==> config.mk <==
export PLATFORM = sky130hd
export DESIGN_NAME = first_fit_heap_allocator_top
export DESIGN_NICKNAME = d
export VERILOG_FILES = /design/src/hdl/fha_pkg.sv /design/src/hdl/fha_seg_mem.sv /design/src/hdl/fha_ctrl.sv /design/src/hdl/first_fit_heap_allocator_top.sv
export SDC_FILE = /design/constraint.sdc
export NUM_CORES = 2
export LEC_CHECK = 0
export ABC_CLOCK_PERIOD_IN_PS = 16100
export BUFFER_PORTS_ARGS = -buffer_cell sky130_fd_sc_hd__buf_2
export CAP_MARGIN = 0
export CORE_UTILIZATION = 60
export DETAILED_ROUTE_END_ITERATION = 6
export PLACE_DENSITY = 0.76
export REMOVE_ABC_BUFFERS = 1
export SYNTH_ARGS = -nofsm -noshare
export SYNTH_HDL_FRONTEND = slang
export SYNTH_SLANG_ARGS = --single-unit
==> constraint.sdc <==
create_clock -name clk_i -period 16.1 [get_ports clk_i]
set_clock_uncertainty 0.2 [all_clocks]
set_input_delay 1.61 -clock clk_i [delete_from_list [all_inputs] [get_ports clk_i]]
set_output_delay 1.61 -clock clk_i [all_outputs]
set_load 0.03 [all_outputs]
==> src/hdl/fha_pkg.sv <==
// shared types, constants and codes of the first-fit heap allocator
// no dependencies
package fha_pkg;

  localparam int unsigned HEAP_BYTES   = 65536;
  localparam int unsigned HEADER_BYTES = 24;
  localparam int unsigned MAX_SEGMENTS = 64;
  localparam int unsigned ALIGN_LOG2   = 3;
  localparam int unsigned ALIGN_BYTES  = 1 << ALIGN_LOG2;
  localparam int unsigned HEAP_LIMIT   = (HEAP_BYTES < 65536) ? HEAP_BYTES : 65536;
  localparam int unsigned IDX_W        = $clog2(MAX_SEGMENTS);
  localparam int unsigned CNT_W        = $clog2(MAX_SEGMENTS + 1);

  localparam logic FUNC_ALLOC = 1'b0;
  localparam logic FUNC_FREE  = 1'b1;

  typedef enum logic [2:0] {
    ST_OK      = 3'd0,
    ST_ZERO    = 3'd1,
    ST_NOSPACE = 3'd2,
    ST_FULL    = 3'd3,
    ST_UNKNOWN = 3'd4
  } status_e;

  typedef enum logic [2:0] {
    S_IDLE,
    S_SCAN,
    S_FMERGE,
    S_MOVE,
    S_WR_HI,
    S_WR_LO,
    S_APPEND,
    S_RESP
  } state_e;

  typedef struct packed {
    logic [15:0] off;
    logic [15:0] size;
    logic        free;
  } entry_t;

  typedef struct packed {
    logic             we;
    logic [IDX_W-1:0] waddr;
    entry_t           wdata;
    logic             re;
    logic [IDX_W-1:0] raddr;
  } mem_req_t;

endpackage

==> src/hdl/fha_seg_mem.sv <==
// segment table memory, one write and one registered read port
// depends on fha_pkg
module fha_seg_mem (
  input  logic              clk_i,
  input  fha_pkg::mem_req_t req_i,
  output fha_pkg::entry_t   rdata_o
);

  fha_pkg::entry_t mem [fha_pkg::MAX_SEGMENTS];
  fha_pkg::entry_t rdata_q;

  always_ff @(posedge clk_i) begin
    if (req_i.we) begin
      mem[req_i.waddr] <= req_i.wdata;
    end
    if (req_i.re) begin
      rdata_q <= mem[req_i.raddr];
    end
  end

  assign rdata_o = rdata_q;

endmodule

==> src/hdl/fha_ctrl.sv <==
// sequencer of the allocator: table scan, split, merge, entry moves, append
// depends on fha_pkg, drives fha_seg_mem through a request struct
module fha_ctrl (
  input  logic              clk_i,
  input  logic              rst_ni,
  input  logic              in_valid_i,
  output logic              in_ready_o,
  input  logic              func_i,
  input  logic [15:0]       request_size_i,
  input  logic [15:0]       address_i,
  output logic              out_valid_o,
  input  logic              out_ready_i,
  output logic [15:0]       granted_address_o,
  output logic [2:0]        status_o,
  output fha_pkg::mem_req_t mem_req_o,
  input  fha_pkg::entry_t   mem_rdata_i
);

  localparam int unsigned IW = fha_pkg::IDX_W;
  localparam int unsigned CW = fha_pkg::CNT_W;

  fha_pkg::state_e  state_q, state_d, mv_next_q, mv_next_d;
  logic             func_q, func_d;
  logic [16:0]      need_q, need_d;
  logic [15:0]      addr_q, addr_d;
  logic [CW-1:0]    cnt_q, cnt_d, rdidx_q, rdidx_d;
  logic [16:0]      bump_q, bump_d;
  logic [IW-1:0]    chk_q, chk_d, hit_q, hit_d;
  logic             pv_q, pv_d, split_q, split_d;
  fha_pkg::entry_t  ent_q, ent_d, prev_q, prev_d, lo_q, lo_d, hi_q, hi_d;
  logic [IW-1:0]    mv_src_q, mv_src_d, mv_last_q, mv_last_d, mv_wa_q, mv_wa_d;
  logic             mv_up_q, mv_up_d, mv_two_q, mv_two_d;
  logic             mv_done_q, mv_done_d, mv_pend_q, mv_pend_d;
  logic [15:0]      res_addr_q, res_addr_d, out_addr_q, out_addr_d;
  fha_pkg::status_e res_st_q, res_st_d, out_st_q, out_st_d;
  logic             out_valid_q, out_valid_d;

  logic             accept, issue, match, found, last, split, nv, mp, mn, out_load;
  logic [16:0]      need_in;
  logic [17:0]      sum_app, msize;
  logic [IW-1:0]    base;
  logic [1:0]       dcnt;
  logic [CW-1:0]    mv_first;
  fha_pkg::entry_t  rd;

  assign rd         = mem_rdata_i;
  assign accept     = in_valid_i && in_ready_o;
  assign in_ready_o = (state_q == fha_pkg::S_IDLE);
  assign need_in    = ({1'b0, request_size_i} + 17'(fha_pkg::ALIGN_BYTES - 1))
                      & ~17'(fha_pkg::ALIGN_BYTES - 1);
  assign issue      = (rdidx_q < cnt_q);
  assign match      = (func_q == fha_pkg::FUNC_FREE) ?
                      (({1'b0, rd.off} + 17'(fha_pkg::HEADER_BYTES)) == {1'b0, addr_q}) :
                      (rd.free && ({1'b0, rd.size} >= need_q));
  assign found      = pv_q && match;
  assign last       = pv_q && !match && (CW'(chk_q) == cnt_q - CW'(1));
  assign split      = ({2'b0, rd.size} > ({1'b0, need_q} + 18'(fha_pkg::HEADER_BYTES)))
                      && (cnt_q < CW'(fha_pkg::MAX_SEGMENTS));
  assign nv         = (CW'(hit_q) + CW'(1)) < cnt_q;
  assign mp         = (hit_q != '0) && prev_q.free;
  assign mn         = nv && rd.free;
  assign base       = mp ? hit_q - IW'(1) : hit_q;
  assign dcnt       = {1'b0, mp} + {1'b0, mn};
  assign mv_first   = CW'(base) + CW'(1) + CW'(dcnt);
  assign msize      = {2'b0, ent_q.size}
                      + (mp ? {2'b0, prev_q.size} + 18'(fha_pkg::HEADER_BYTES) : 18'd0)
                      + (mn ? {2'b0, rd.size} + 18'(fha_pkg::HEADER_BYTES) : 18'd0);
  assign sum_app    = {1'b0, bump_q} + 18'(fha_pkg::HEADER_BYTES) + {1'b0, need_q};
  assign out_load   = (state_q == fha_pkg::S_RESP) && (!out_valid_q || out_ready_i);

  // next state
  always_comb begin
    state_d = state_q;
    unique case (state_q)
      fha_pkg::S_IDLE: begin
        if (accept) begin
          if (func_i == fha_pkg::FUNC_FREE) begin
            state_d = (address_i == '0 || cnt_q == '0) ? fha_pkg::S_RESP : fha_pkg::S_SCAN;
          end else if (request_size_i == '0) begin
            state_d = fha_pkg::S_RESP;
          end else begin
            state_d = (cnt_q == '0) ? fha_pkg::S_APPEND : fha_pkg::S_SCAN;
          end
        end
      end
      fha_pkg::S_SCAN: begin
        if (found) begin
          if (func_q == fha_pkg::FUNC_FREE) begin
            state_d = fha_pkg::S_FMERGE;
          end else if (split) begin
            state_d = ((CW'(chk_q) + CW'(1)) < cnt_q) ? fha_pkg::S_MOVE : fha_pkg::S_WR_HI;
          end else begin
            state_d = fha_pkg::S_WR_LO;
          end
        end else if (last) begin
          state_d = (func_q == fha_pkg::FUNC_FREE) ? fha_pkg::S_RESP : fha_pkg::S_APPEND;
        end
      end
      fha_pkg::S_FMERGE: begin
        state_d = (dcnt != '0 && mv_first < cnt_q) ? fha_pkg::S_MOVE : fha_pkg::S_RESP;
      end
      fha_pkg::S_MOVE: begin
        if (mv_done_q && mv_pend_q) begin
          state_d = mv_next_q;
        end
      end
      fha_pkg::S_WR_HI:  state_d = fha_pkg::S_WR_LO;
      fha_pkg::S_WR_LO:  state_d = fha_pkg::S_RESP;
      fha_pkg::S_APPEND: state_d = fha_pkg::S_RESP;
      fha_pkg::S_RESP: begin
        if (out_load) begin
          state_d = fha_pkg::S_IDLE;
        end
      end
      default: state_d = fha_pkg::S_IDLE;
    endcase
  end

  // datapath and memory requests
  always_comb begin
    func_d      = func_q;
    need_d      = need_q;
    addr_d      = addr_q;
    cnt_d       = cnt_q;
    bump_d      = bump_q;
    rdidx_d     = rdidx_q;
    chk_d       = chk_q;
    pv_d        = 1'b0;
    hit_d       = hit_q;
    split_d     = split_q;
    ent_d       = ent_q;
    prev_d      = prev_q;
    lo_d        = lo_q;
    hi_d        = hi_q;
    mv_src_d    = mv_src_q;
    mv_last_d   = mv_last_q;
    mv_wa_d     = mv_wa_q;
    mv_up_d     = mv_up_q;
    mv_two_d    = mv_two_q;
    mv_done_d   = mv_done_q;
    mv_pend_d   = 1'b0;
    mv_next_d   = mv_next_q;
    res_addr_d  = res_addr_q;
    res_st_d    = res_st_q;
    out_addr_d  = out_addr_q;
    out_st_d    = out_st_q;
    out_valid_d = out_valid_q;
    mem_req_o   = '0;

    if (out_valid_q && out_ready_i) begin
      out_valid_d = 1'b0;
    end

    unique case (state_q)
      fha_pkg::S_IDLE: begin
        if (accept) begin
          func_d     = func_i;
          need_d     = need_in;
          addr_d     = address_i;
          rdidx_d    = '0;
          res_addr_d = '0;
          if (func_i == fha_pkg::FUNC_FREE) begin
            res_st_d = (address_i != '0 && cnt_q == '0) ? fha_pkg::ST_UNKNOWN : fha_pkg::ST_OK;
          end else begin
            res_st_d = (request_size_i == '0) ? fha_pkg::ST_ZERO : fha_pkg::ST_OK;
          end
        end
      end
      fha_pkg::S_SCAN: begin
        if (issue) begin
          mem_req_o.re    = 1'b1;
          mem_req_o.raddr = rdidx_q[IW-1:0];
          rdidx_d         = rdidx_q + CW'(1);
          chk_d           = rdidx_q[IW-1:0];
          pv_d            = 1'b1;
        end
        if (found) begin
          hit_d      = chk_q;
          ent_d      = rd;
          split_d    = split;
          lo_d       = '{off: rd.off, size: (split ? need_q[15:0] : rd.size), free: 1'b0};
          hi_d.off   = 16'({1'b0, rd.off} + 17'(fha_pkg::HEADER_BYTES) + need_q);
          hi_d.size  = 16'({1'b0, rd.size} - need_q - 17'(fha_pkg::HEADER_BYTES));
          hi_d.free  = 1'b1;
          res_addr_d = (func_q == fha_pkg::FUNC_FREE) ? 16'd0
                       : 16'({1'b0, rd.off} + 17'(fha_pkg::HEADER_BYTES));
          mv_src_d   = IW'(cnt_q - CW'(1));
          mv_last_d  = chk_q + IW'(1);
          mv_up_d    = 1'b1;
          mv_two_d   = 1'b0;
          mv_done_d  = 1'b0;
          mv_next_d  = fha_pkg::S_WR_HI;
        end else if (pv_q) begin
          prev_d = rd;
          if (last && func_q == fha_pkg::FUNC_FREE) begin
            res_st_d = fha_pkg::ST_UNKNOWN;
          end
        end
      end
      fha_pkg::S_FMERGE: begin
        mem_req_o.we    = 1'b1;
        mem_req_o.waddr = base;
        mem_req_o.wdata = '{off: (mp ? prev_q.off : ent_q.off), size: msize[15:0], free: 1'b1};
        cnt_d           = cnt_q - CW'(dcnt);
        mv_src_d        = IW'(mv_first);
        mv_last_d       = IW'(cnt_q - CW'(1));
        mv_up_d         = 1'b0;
        mv_two_d        = (dcnt == 2'd2);
        mv_done_d       = 1'b0;
        mv_next_d       = fha_pkg::S_RESP;
      end
      fha_pkg::S_MOVE: begin
        if (!mv_done_q) begin
          mem_req_o.re    = 1'b1;
          mem_req_o.raddr = mv_src_q;
          mv_pend_d       = 1'b1;
          mv_wa_d         = mv_up_q ? mv_src_q + IW'(1)
                                    : mv_src_q - (mv_two_q ? IW'(2) : IW'(1));
          if (mv_src_q == mv_last_q) begin
            mv_done_d = 1'b1;
          end else begin
            mv_src_d = mv_up_q ? mv_src_q - IW'(1) : mv_src_q + IW'(1);
          end
        end
        if (mv_pend_q) begin
          mem_req_o.we    = 1'b1;
          mem_req_o.waddr = mv_wa_q;
          mem_req_o.wdata = rd;
        end
      end
      fha_pkg::S_WR_HI: begin
        mem_req_o.we    = 1'b1;
        mem_req_o.waddr = hit_q + IW'(1);
        mem_req_o.wdata = hi_q;
      end
      fha_pkg::S_WR_LO: begin
        mem_req_o.we    = 1'b1;
        mem_req_o.waddr = hit_q;
        mem_req_o.wdata = lo_q;
        if (split_q) begin
          cnt_d = cnt_q + CW'(1);
        end
      end
      fha_pkg::S_APPEND: begin
        if (sum_app > 18'(fha_pkg::HEAP_LIMIT)) begin
          res_st_d = fha_pkg::ST_NOSPACE;
        end else if (cnt_q >= CW'(fha_pkg::MAX_SEGMENTS)) begin
          res_st_d = fha_pkg::ST_FULL;
        end else begin
          mem_req_o.we    = 1'b1;
          mem_req_o.waddr = cnt_q[IW-1:0];
          mem_req_o.wdata = '{off: bump_q[15:0], size: need_q[15:0], free: 1'b0};
          cnt_d           = cnt_q + CW'(1);
          bump_d          = sum_app[16:0];
          res_addr_d      = 16'({1'b0, bump_q} + 18'(fha_pkg::HEADER_BYTES));
          res_st_d        = fha_pkg::ST_OK;
        end
      end
      fha_pkg::S_RESP: begin
        if (out_load) begin
          out_valid_d = 1'b1;
          out_addr_d  = res_addr_q;
          out_st_d    = res_st_q;
        end
      end
      default: ;
    endcase
  end

  always_ff @(posedge clk_i or negedge rst_ni) begin
    if (!rst_ni) begin
      state_q     <= fha_pkg::S_IDLE;
      cnt_q       <= '0;
      bump_q      <= '0;
      pv_q        <= 1'b0;
      mv_pend_q   <= 1'b0;
      mv_done_q   <= 1'b0;
      out_valid_q <= 1'b0;
    end else begin
      state_q     <= state_d;
      cnt_q       <= cnt_d;
      bump_q      <= bump_d;
      pv_q        <= pv_d;
      mv_pend_q   <= mv_pend_d;
      mv_done_q   <= mv_done_d;
      out_valid_q <= out_valid_d;
    end
  end

  always_ff @(posedge clk_i) begin
    func_q     <= func_d;
    need_q     <= need_d;
    addr_q     <= addr_d;
    rdidx_q    <= rdidx_d;
    chk_q      <= chk_d;
    hit_q      <= hit_d;
    split_q    <= split_d;
    ent_q      <= ent_d;
    prev_q     <= prev_d;
    lo_q       <= lo_d;
    hi_q       <= hi_d;
    mv_src_q   <= mv_src_d;
    mv_last_q  <= mv_last_d;
    mv_wa_q    <= mv_wa_d;
    mv_up_q    <= mv_up_d;
    mv_two_q   <= mv_two_d;
    mv_next_q  <= mv_next_d;
    res_addr_q <= res_addr_d;
    res_st_q   <= res_st_d;
    out_addr_q <= out_addr_d;
    out_st_q   <= out_st_d;
  end

  assign out_valid_o       = out_valid_q;
  assign granted_address_o = out_addr_q;
  assign status_o          = out_st_q;

endmodule

==> src/hdl/first_fit_heap_allocator_top.sv <==
// channel   direction  fields
// in        sink       func_i, request_size_i, address_i
// out       source     granted_address_o, status_o
//
// one request at a time; the table scan reads one segment entry per cycle
// from the single read port, and a split or merge moves the entries behind
// the hit entry through that port one by one
// zero size, null free and a free on an empty table skip the scan
// reset clears the segment count and bump pointer; no memory clearing pass
// a result waits in the output register; the next request is taken meanwhile
//
// top level of the first-fit heap allocator
// depends on fha_pkg, fha_ctrl, fha_seg_mem
module first_fit_heap_allocator_top (
  input  logic        clk_i,
  input  logic        rst_ni,
  input  logic        in_valid_i,
  output logic        in_ready_o,
  input  logic        func_i,
  input  logic [15:0] request_size_i,
  input  logic [15:0] address_i,
  output logic        out_valid_o,
  input  logic        out_ready_i,
  output logic [15:0] granted_address_o,
  output logic [2:0]  status_o
);

  fha_pkg::mem_req_t mem_req;
  fha_pkg::entry_t   mem_rdata;

  fha_ctrl u_ctrl (
    .clk_i             (clk_i),
    .rst_ni            (rst_ni),
    .in_valid_i        (in_valid_i),
    .in_ready_o        (in_ready_o),
    .func_i            (func_i),
    .request_size_i    (request_size_i),
    .address_i         (address_i),
    .out_valid_o       (out_valid_o),
    .out_ready_i       (out_ready_i),
    .granted_address_o (granted_address_o),
    .status_o          (status_o),
    .mem_req_o         (mem_req),
    .mem_rdata_i       (mem_rdata)
  );

  fha_seg_mem u_mem (
    .clk_i   (clk_i),
    .req_i   (mem_req),
    .rdata_o (mem_rdata)
  );

endmodule

==> impl_metrics.json <==
{
  "synth_top_flop_cell": "edfxtp_1",
  "yosys_warnings": 0,
  "relSlewSlack": -0.00135,
  "wl_per_cell_um": 29.2,
  "placed_area_sq_mm": 0.104,
  "grt_pass1_vias": 64051,
  "coreArea_sq_mm": 0.167,
  "ys_async_sr_fraction": 0.0117,
  "pwr-share-seq": 0.556,
  "track_usage": 0.344,
  "viasPerCell": 6.68,
  "gp_congestion": 0.951,
  "end_kind": "register",
  "leakage_uw": 0.0340,
  "die_x_um": 412,
  "netlist_area_sq_mm": 0.101,
  "grt_overflow_total": 0,
  "status": "finished with violations",
  "antenna_found_initial": 29,
  "io_buffers": 57,
  "grt_first_pass_wirelength_um": 425000,
  "cpMaxStageDelayCell": "buf_4",
  "dieHeight_um": 412,
  "final_antenna_net_count": 0,
  "dieArea_sq_mm": 0.170,
  "cpLargestDelayFamily": "buffers and inverters",
  "slew_viol_final": 12,
  "ys_ff_latch": 2391,
  "final_area_sq_mm": 0.112,
  "crit_arrival_ps": 7950,
  "drive_gt1_frac": 0.0892,
  "worstSetupPathType": "register to register",
  "dr_total_vias": 67186,
  "wirelength_um": 294000,
  "cts_resized": 0,
  "initial_core_util": 0.604,
  "crit_chain": "inv_1 -> ha_1 -> nand2_1 -> o211ai_1 -> a211o_2 -> buf_4 -> and2_4 -> buf_4 -> buf_12 -> a22oi_1 -> a22oi_1 -> nand3_1 -> and4_1",
  "clock_path_buffers": 3,
  "area_growth_pct": 10.6,
  "ys_top_cells_by_area": "edfxtp_1, nand2_1, nand3_1",
  "min_period_over_period": 0.469,
  "critPathMaxStageDelay_ps": 930,
  "cap_violations": 0,
  "crit_required_ps": 16510,
  "root_buffer": "clkbuf_16",
  "cts_tree": "built",
  "cp-start-kind": "register",
  "p_sw_frac": 0.193,
  "fin_nets": 7848,
  "htreeDepth": 4,
  "vdd_drop_max_mv": 0.123,
  "internal_power_uw": 9770,
  "cts_sinks": 2391,
  "yosysTopAreaCellShare": 0.702,
  "hold_class": "register to register",
  "clkPwrFrac": 0.443,
  "path_clk_slew_ps": 60,
  "hold_slack_ps": 220,
  "drt_iter0_drc": 10821,
  "min_period_ps": 7550,
  "synth.distinct_cells": 88,
  "synth_top_cell_by_area": "edfxtp_1",
  "synth_edf_count": 2363,
  "crit_fanout": 191,
  "tns_ps": 0,
  "fill_cells": 11391,
  "combPwrFrac": 0.001,
  "seq_area_sq_mm": 0.0717,
  "ios": 58,
  "tightestPinTransition_ps": 1500,
  "cts_hold_buf": 0,
  "post_cts_buffers": 0,
  "path_buf_inv": 4,
  "synth_seq_area_share": 0.709,
  "max_freq_mhz": 133,
  "postSynthAreaPerCell_sq_um": 13.1,
  "syn_inst": 7708,
  "hold_viol_final": 0,
  "grt_setup_unrepaired": "no",
  "drtPass1Iterations": 7,
  "p_sw_uw": 2340,
  "grt_max_degree": 192,
  "drc": 3,
  "numCtsBuffers": 227,
  "worstSkewPairLatency_ps": 860,
  "multi_input_area_sq_mm": 0.0279,
  "setup_viol": 0,
  "post-dp-hpwl_um": 171000,
  "p_per_area_mw_per_mm2": 108,
  "num_rows": 150,
  "violations": "DRC, slew limit"
}
cell type report:
type / count / area share
Antenna cell: 14 / 0.000314
Clock buffer: 279 / 0.0535
Clock inverter: 149 / 0.0128
Inverter: 152 / 0.00511
Multi-Input combinational cell: 4686 / 0.250
Sequential cell: 2391 / 0.641
Tap cell: 2204 / 0.0247
Timing Repair Buffer: 188 / 0.0124
through the flow:
stage	power, uW	setup WS, ps	utilization	cells
5_1_grt	12400	8460	0.668	10055
4_1_cts	12100	8910	0.668	10049
3_5_place_dp	6880	8910	0.624	9621
3_3_place_gp	6880	9050	0.624	9621
6_report	12100	8550	0.668	10063
2_1_floorplan	6870	-24490	-	7229
cells in the final DEF, fill, tap and decap left out, types with 14 or more instances in the layout:
| cell | n |
|---|---|
| xnor2_1 | 121 |
| diode_2 | 14 |
| dfrtp_1 | 27 |
| clkbuf_1 | 46 |
| a31oi_1 | 243 |
| nor2_4 | 71 |
| ha_1 | 143 |
| a22oi_1 | 274 |
| nand2_1 | 1698 |
| buf_4 | 122 |
| and3_1 | 88 |
| o21a_1 | 16 |
| clkbuf_16 | 231 |
| nand4_1 | 25 |
| bufinv_16 | 25 |
| nor2b_1 | 16 |
| inv_1 | 147 |
| xor2_1 | 60 |
| mux2_2 | 26 |
| a21o_1 | 20 |
| nor3_1 | 38 |
| and4_1 | 34 |
| edfxtp_1 | 2363 |
| nand3_1 | 485 |
| o21ai_0 | 89 |
| nor2_1 | 140 |
| nor4_1 | 19 |
| a311oi_1 | 65 |
| clkinv_2 | 51 |
| mux2i_1 | 163 |
| a21oi_1 | 448 |
| buf_2 | 57 |
| a32oi_1 | 22 |
| o211ai_1 | 14 |
| a211oi_1 | 95 |
| clkinv_1 | 52 |
| fa_1 | 22 |
| a222oi_1 | 16 |
cells by family after synthesis:
family / Yosys count / share of synthesized area
fa+ha+maj: 165 / 0.0221
xor+xnor: 186 / 0.0168
buf+inv: 631 / 0.0236
flops: 2391 / 0.709
mux: 190 / 0.0192
compound gates: 1457 / 0.0951
simple gates: 2688 / 0.114
flip-flops by register name, summed over array words and instances (netlist names), 16 cells and up:
register                  count
u_ctrl.res_addr_q            16
u_mem.mem                  2112
u_ctrl.lo_q                  16
u_ctrl.ent_q                 27
u_mem.rdata_o                33
u_ctrl.prev_q                33
u_ctrl.hi_q                  32
u_ctrl.granted_address_o     16
u_ctrl.addr_q                16
Yosys cell counts (7+ instances only):
library cell,n
a211oi_1,95
a21o_1,21
a21oi_1,450
a221o_1,13
a222oi_1,16
a22o_1,11
a22oi_1,276
a2bb2oi_1,7
a311oi_1,65
a31oi_1,244
a32o_1,10
a32oi_1,22
and2_1,11
and3_1,88
and4_1,34
buf_1,57
clkbuf_1,416
dfrtp_1,28
edfxtp_1,2363
fa_1,22
ha_1,143
inv_1,150
mux2_2,26
mux2i_1,163
nand2_1,1703
nand2b_1,11
nand3_1,485
nand4_1,25
nor2_1,208
nor2_2,7
nor2b_1,18
nor3_1,38
nor4_1,19
o2111ai_1,12
o211ai_1,14
o21a_1,16
o21ai_0,102
o21bai_1,12
o22ai_1,9
o41ai_1,7
or2_2,8
or3_1,11
xnor2_1,121
xor2_1,60
power groups by stage:
stage / logic, uW / clock network (uW) / registers (uW)
6_report: 12.0 / 5370 / 6730
5_1_grt: 13.2 / 5620 / 6730
4_1_cts: 12.2 / 5380 / 6730
3_5_place_dp: 12.2 / 0 / 6870
3_3_place_gp: 11.6 / 0 / 6870
2_1_floorplan: 2.87 / 0 / 6870
path summary, 6_finish.rpt:
path                                      endpoint          startpoint  slack, ps  cells past startpoint
worst max-delay path              u_mem.rdata_o[1]     u_ctrl.cnt_q[6]       8550                     13
worst min-delay path            u_ctrl.status_o[0]  u_ctrl.res_st_q[0]        220                      0
worst max register to register    u_mem.rdata_o[1]     u_ctrl.cnt_q[6]       8550                     13
worst min register to register  u_ctrl.status_o[0]  u_ctrl.res_st_q[0]        220                      0
max in group asynchronous        u_ctrl.state_q[0]              rst_ni      14490                      1
min in group asynchronous         u_ctrl.bump_q[5]              rst_ni        620                      1
routing by layer:
layer	up-vias	wire [um]	GRT usage
li1	28781	-	-
met1	33046	108000	0.467
met2	4569	133000	0.515
met3	774	35700	0.0824
met4	16	17500	0.195
met5	-	131	0
(Power assumes the default switching activity.)
